**src/rtl/core/arpsd_pkg.sv**
```systemverilog
// ----------------------------------------------------------------------------
// arpsd_pkg
// Shared types and constants for the ARP spoofing detector.
// ----------------------------------------------------------------------------
package arpsd_pkg;

  localparam logic [15:0] OP_REQUEST = 16'd1;
  localparam logic [15:0] OP_REPLY   = 16'd2;

  localparam logic CFG_WINDOW    = 1'b0;
  localparam logic CFG_THRESHOLD = 1'b1;

  localparam logic KIND_BINDING = 1'b0;
  localparam logic KIND_STORM   = 1'b1;

  localparam logic [31:0] WINDOW_RESET    = 32'd1000;
  localparam logic [15:0] THRESHOLD_RESET = 16'd10;

  typedef struct packed {
    logic        is_arp_packet;
    logic [15:0] arp_op;
    logic [31:0] sender_ip;
    logic [31:0] target_ip;
    logic [47:0] sender_mac;
    logic [47:0] target_mac;
    logic [31:0] time_ms;
  } arp_in_t;

  typedef struct packed {
    logic        alert_valid;
    logic        alert_kind;
    logic [31:0] alert_ip;
    logic [47:0] alert_mac;
    logic        table_overflow;
  } arp_out_t;

  // controller to datapath
  typedef struct packed {
    logic load;       // capture packet, clear scan state
    logic bind_scan;  // examine binding entry at scan index
    logic bind_done;  // apply binding decision
    logic storm_scan; // examine storm entry at scan index
    logic storm_done; // apply storm decision
    logic emit;       // drive the result
  } arpsd_cmd_t;

  // datapath to controller
  typedef struct packed {
    logic ignore;     // packet is not considered
    logic bind_last;  // scan index at last binding entry
    logic storm_last; // scan index at last storm entry
    logic bind_alert; // binding change found
    logic grat;       // packet is gratuitous
  } arpsd_sts_t;

endpackage

```
**src/rtl/core/arpsd_ctrl.sv**
```systemverilog
// ----------------------------------------------------------------------------
// arpsd_ctrl
// Sequencer for one packet: binding scan, storm scan, result.
// ----------------------------------------------------------------------------
module arpsd_ctrl (
  input  logic                  clk,
  input  logic                  rst,
  input  logic                  start,
  input  arpsd_pkg::arpsd_sts_t sts,
  output arpsd_pkg::arpsd_cmd_t cmd,
  output logic                  busy
);
  import arpsd_pkg::*;

  typedef enum logic [2:0] {
    IDLE, CHECK, BSCAN, BDONE, SSCAN, SDONE, EMIT
  } state_t;

  state_t state;

  always_comb begin
    cmd = '0;
    cmd.load       = start && state == IDLE;
    cmd.bind_scan  = state == BSCAN;
    cmd.bind_done  = state == BDONE;
    cmd.storm_scan = state == SSCAN;
    cmd.storm_done = state == SDONE;
    cmd.emit       = state == EMIT;
  end

  assign busy = state != IDLE;

  always_ff @(posedge clk) begin
    if (rst) begin
      state <= IDLE;
    end else begin
      unique case (state)
        IDLE:  if (start) state <= CHECK;
        CHECK: state <= sts.ignore ? EMIT : BSCAN;
        BSCAN: if (sts.bind_last) state <= BDONE;
        BDONE: state <= SSCAN;
        SSCAN: begin
          // binding change or non-gratuitous packet skips the storm table
          if (sts.bind_alert || !sts.grat) state <= EMIT;
          else if (sts.storm_last) state <= SDONE;
        end
        SDONE: state <= EMIT;
        EMIT:  state <= IDLE;
        default: state <= IDLE;
      endcase
    end
  end

  a_load_idle: assert property (@(posedge clk) disable iff (rst)
    cmd.load |=> state == CHECK) else $error("load not followed by check");
  a_emit_once: assert property (@(posedge clk) disable iff (rst)
    state == EMIT |=> state == IDLE) else $error("emit lasted");
  a_busy: assert property (@(posedge clk) disable iff (rst)
    (state == BSCAN || state == SSCAN) |-> busy) else $error("scan while idle");

endmodule

```
**config.mk**
```make
export PLATFORM = sky130hd
export DESIGN_NAME = arpsd_ctrl
export DESIGN_NICKNAME = d
export VERILOG_FILES = /design/src/rtl/core/arpsd_pkg.sv /design/src/rtl/core/arpsd_ctrl.sv
export SDC_FILE = /design/constraint.sdc
export NUM_CORES = 1
export LEC_CHECK = 0
export ABC_AREA = 0
export BUFFER_PORTS_ARGS = -buffer_cell sky130_fd_sc_hd__buf_4
export CAP_MARGIN = 15
export CORE_AREA = 2 2 39 41
export DETAILED_ROUTE_END_ITERATION = 16
export DIE_AREA = 0 0 41 43
export GPL_ROUTABILITY_DRIVEN = 0
export SKIP_CTS_REPAIR_TIMING = 1
export SLEW_MARGIN = 20
export SYNTH_ARGS = -nofsm -noshare
export SYNTH_HDL_FRONTEND = slang
export SYNTH_SLANG_ARGS = --single-unit
```
**constraint.sdc**
```tcl
create_clock -name clk -period 2.59 [get_ports clk]
set_input_delay 0.1295 -clock clk [delete_from_list [all_inputs] [get_ports clk]]
set_output_delay 0.1295 -clock clk [all_outputs]
set_load 0.005 [all_outputs]
```
After elaboration in Yosys (flattened, before gate mapping)
Index checks and enable logic that the tools add are counted.
- output and inout port bits: 7
- logic and storage cells: 22
- input port bits: 8
- register bits: 3
- eq/ne operators: 9
- reduce and logical (&&, ||, !) cells: 6
- multiplexer cells: 6
- operators by type and width (cell ; count):
    3-bit case mux with 6 select lines ; 1
    3-bit 2-to-1 mux ; 5
    3-bit == test (second input constant) ; 3
    3-bit by 2-bit == test with 1-bit output (second input constant) ; 2
    2-bit inequality test (second input constant) ; 2
    3-bit by 1-bit == test with 1-bit output (second input constant) ; 1
    3-bit zero test ; 1
    3-bit by 2-bit inequality test with 1-bit output (second input constant) ; 1
    3-bit AND reduction ; 1
    3-bit nonzero test ; 1
    1-bit logical AND ; 1
    1-bit zero test ; 1
    1-bit logical OR ; 1

Longest topological paths before layout
- depth in word-level cells: 4
- mapped depth: 4

Worst setup path after synthesis
OpenSTA, ideal clock, no wires.
- kind: register -> register
- from: register state[2]
- to: register state[0]
- arrival time: 0.942 ns
- library setup time: 0.060 ns
- slack: 1.588 ns
- stages on the path, launching flop included: 5
- clock period less this slack: 1.002 ns
- path through: dfxtp_1 -> buf_6 -> nor3b_4 -> a221oi_2 -> and3b_1
- RTL lines (what ; line ; RTL):
    start: declaration ; arpsd_ctrl.sv:19 ; state_t state;
    start signal: assignment ; arpsd_ctrl.sv:39 ; CHECK: state <= sts.ignore ? EMIT : BSCAN;

==> summary.md <==
| Metric | Value |
|---|---|
| Status | `finished clean` |
| Cells after Synth | `29` |
| Clk_skew | `approximately 0.0033 ns` |
| Fin nets | `53` |
| XOR/XNOR Fraction of Synth Area | `0%` |
| Chip height | `43 microns` |
| Diode count | `0` |
| Max-cap violations | `0` |
| Period utilization | `between 50% and 60%` |
| Synthesized area | `253 sq um` |
| Met3 WL | `33 microns` |
| First-pass GRT wire length | `903 microns` |
| Register-to-Register Setup Slack | `1.42 ns` |
| Compound-Gate Fraction of Synth Area | `17.8%` |
| Simple-Gate Fraction of Synth Area | `42.1%` |
| Clk_lat worst skew | `approximately 0.23 ns` |
| Num ports | `15` |
| GRT overflow | `0` |
| CTS Root Cell | `clkbuf_4` |
| Final WS setup | `1.24 ns` |
| Reg with most FFs | `state` |
| Final TNS setup | `0 ns` |
| Pwr per Cell Area | `~670 nW/um^2` |
| FF-to-FF End | `state[0]` |
| Hold depth | `2` |
| Peak VDD IR | `0.231 mV` |
| GRT Util Overall | `8.01%` |
| Startpoint of the worst hold path | `rst` |
| Initial DRC Count | `6` |
| Routed wire length | `568 microns` |
| WL met1 | `253 microns` |
| Leakage power | `0.170 nW` |
| HPWL Detailed | `415 microns` |
| Largest net degree at the start of global routing | `11` |
| Num rows | `14` |
| Syn Nets | `37` |
| Max reg flops | `3` |
| Final max-slew violation count | `0` |
| Synthesis warning total | `0` |
| Total power | `0.000249 W` |
| P&R area growth vs syn | `48.0%` |
| Fin. Hold Viols | `0` |
| Clock Path Buffers | `2` |
| Placed cell area | `348 sq um` |
| Routed Antenna Nets | `0` |
| CTS tree | `built` |
| Post-route cell area | `approximately 370 sq um` |
| R2R depth | `3` |
| Max Fclk | `around 740 MHz` |
| Critical path capture point type | `output pin` |
| Main combinational cell family by area after synthesis | `simple AND/OR/NAND/NOR gates` |
| Routed WL per cell | `around 9.5 microns` |
| Antenna violations before repair | `0` |
| Avg Synthesized Cell Area | `8.72 sq um` |
| Drt first pass iters | `4` |
| Core footprint | `1380 sq um` |
| #FFs+latches synth | `3` |
| Num CTS Buffers | `3` |
| Final core occ | `27.0%` |
| Worst slew margin | `74.5%` |
| Met2 WL | `282 microns` |
| Type of the most critical hold path | `primary input to register` |
| Maximum fanout along the worst path | `10` |
| DIE AREA | `around 1800 sq um` |
| Register area share after synthesis | `23.8%` |
| Vias per inst | `4.13` |
| Htree depth | `1` |
| Distinct cells, synth | `18` |
| RSZ-0062 raised after global routing | `no` |
| Worst-Margin Slew | `~0.38 ns` |
| Setup-failing EPs final | `0` |
| CTS clock-pin slew for the worst setup and hold paths | `0.04 ns` |
| Mux contribution to synthesized area | `0%` |
| Worst Hold End | `state[2]` |
| Fillers | `between 150 and 200` |
| Reg2reg start | `state[1]` |
| CP Data Required Time | `about 2.5 ns` |
| CP Data Arrival Time | `1.23 ns` |
| DIE WIDTH | `41 microns` |
| Number of global-route vias before repair | `213` |
| Share of cells above drive strength 1 | `45.5%` |
| Top flop regs | `state x3` |
| Startpoint Class | `register` |
| Initial core utilization | `18.3%` |
| Final Critical Period | `around 1.4 ns` |
| DRC | `0` |
| Dpl ws | `1.43 ns` |
| Synth Area in Adders | `0%` |
| Setup Crit Path Kind | `register to output pin` |
| Via Count | `roughly 250` |
| PortBufs | `14` |
| Top sig layer | `met3` |
| CTS Sinks | `3` |
[synthesized netlist by cell type]
cell type  n  area share [%]
nor2b_1    3             7.4
inv_1      3             4.5
a211oi_1   1             3.0
a221oi_2   1             5.9
a221oi_1   1             3.5
dfxtp_1    3              24
buf_4      1             3.0
nand2b_1   1             2.5
nand2_1    1             1.5
nor3_2     1             4.0
nor3b_4    1             7.4
o21a_1     1             3.0
o22ai_1    1             2.5
nor2_1     3             4.5
nor3b_1    3             8.9
and2_1     1             2.5
buf_6      2             8.9
and3b_1    1             3.5
[worst max-delay path: stages (launching register included)]
cell and delay, ns:
dfxtp_1 0.54, nor3b_1 0.30, buf_4 0.16
[kinds of logic (layout without fill, tap and decap cells)]
group	after synthesis	in the layout
flops	3	3
compound gates	5	5
simple gates	15	15
buf+inv	6	21
[cells in the final DEF (no fill, tap or decap), drive strengths merged]
cell type / instances
buf: 14
nor3b: 4
clkbuf: 4
inv: 3
nor2b: 3
nor2: 3
dfxtp: 3
a221oi: 2
and2: 1
nor3: 1
nand2: 1
nand2b: 1
o22ai: 1
and3b: 1
o21a: 1
a211oi: 1
[how the worst max path moves through the flow]
stage,from,to,depth (start not counted)
final,state[1],cmd[4],2
after global routing,state[1],cmd[4],2
after global placement,state[1],state[0],3
after detailed placement,state[1],state[0],3
after CTS,state[1],cmd[4],2
after floorplan,state[2],state[0],4
[power breakdown]
group	internal [W]	total, W	leakage [nW]	switching [W]
sequential	0.0000556	0.0000809	0.0247	0.0000253
combinational	0.0000554	0.0000873	0.130	0.0000319
clock	0.0000577	0.0000808	0.0150	0.0000231
total	0.000169	0.000249	0.170	0.0000803
[area by class of cell]
cell class,instances,area [sq um],area share [%]
multi-input combinational,20,151,40.5
timing repair buffer,14,105,28.1
sequential,3,60.1,16.1
clock buffer,4,26.3,7.02
tap,16,20.0,5.35
inverter,3,11.3,3.01
[stage by stage]
| step | hold slack (ns) | std cells |
|---|---|---|
| after global placement | 0.325 | 56 |
| after CTS | 0.0810 | 60 |
| after global routing | 0.0820 | 60 |
| final | 0.0878 | 60 |
| after detailed placement | 0.327 | 56 |
| after floorplan | 0.208 | 29 |
[per-layer routing]
metal,up-vias,track usage [%]
met5,-,0
met4,0,8.00
met3,0,3.14
met2,12,10.6
met1,105,8.92
li1,131,-
No activity file was read; power rests on OpenSTA's default activity.
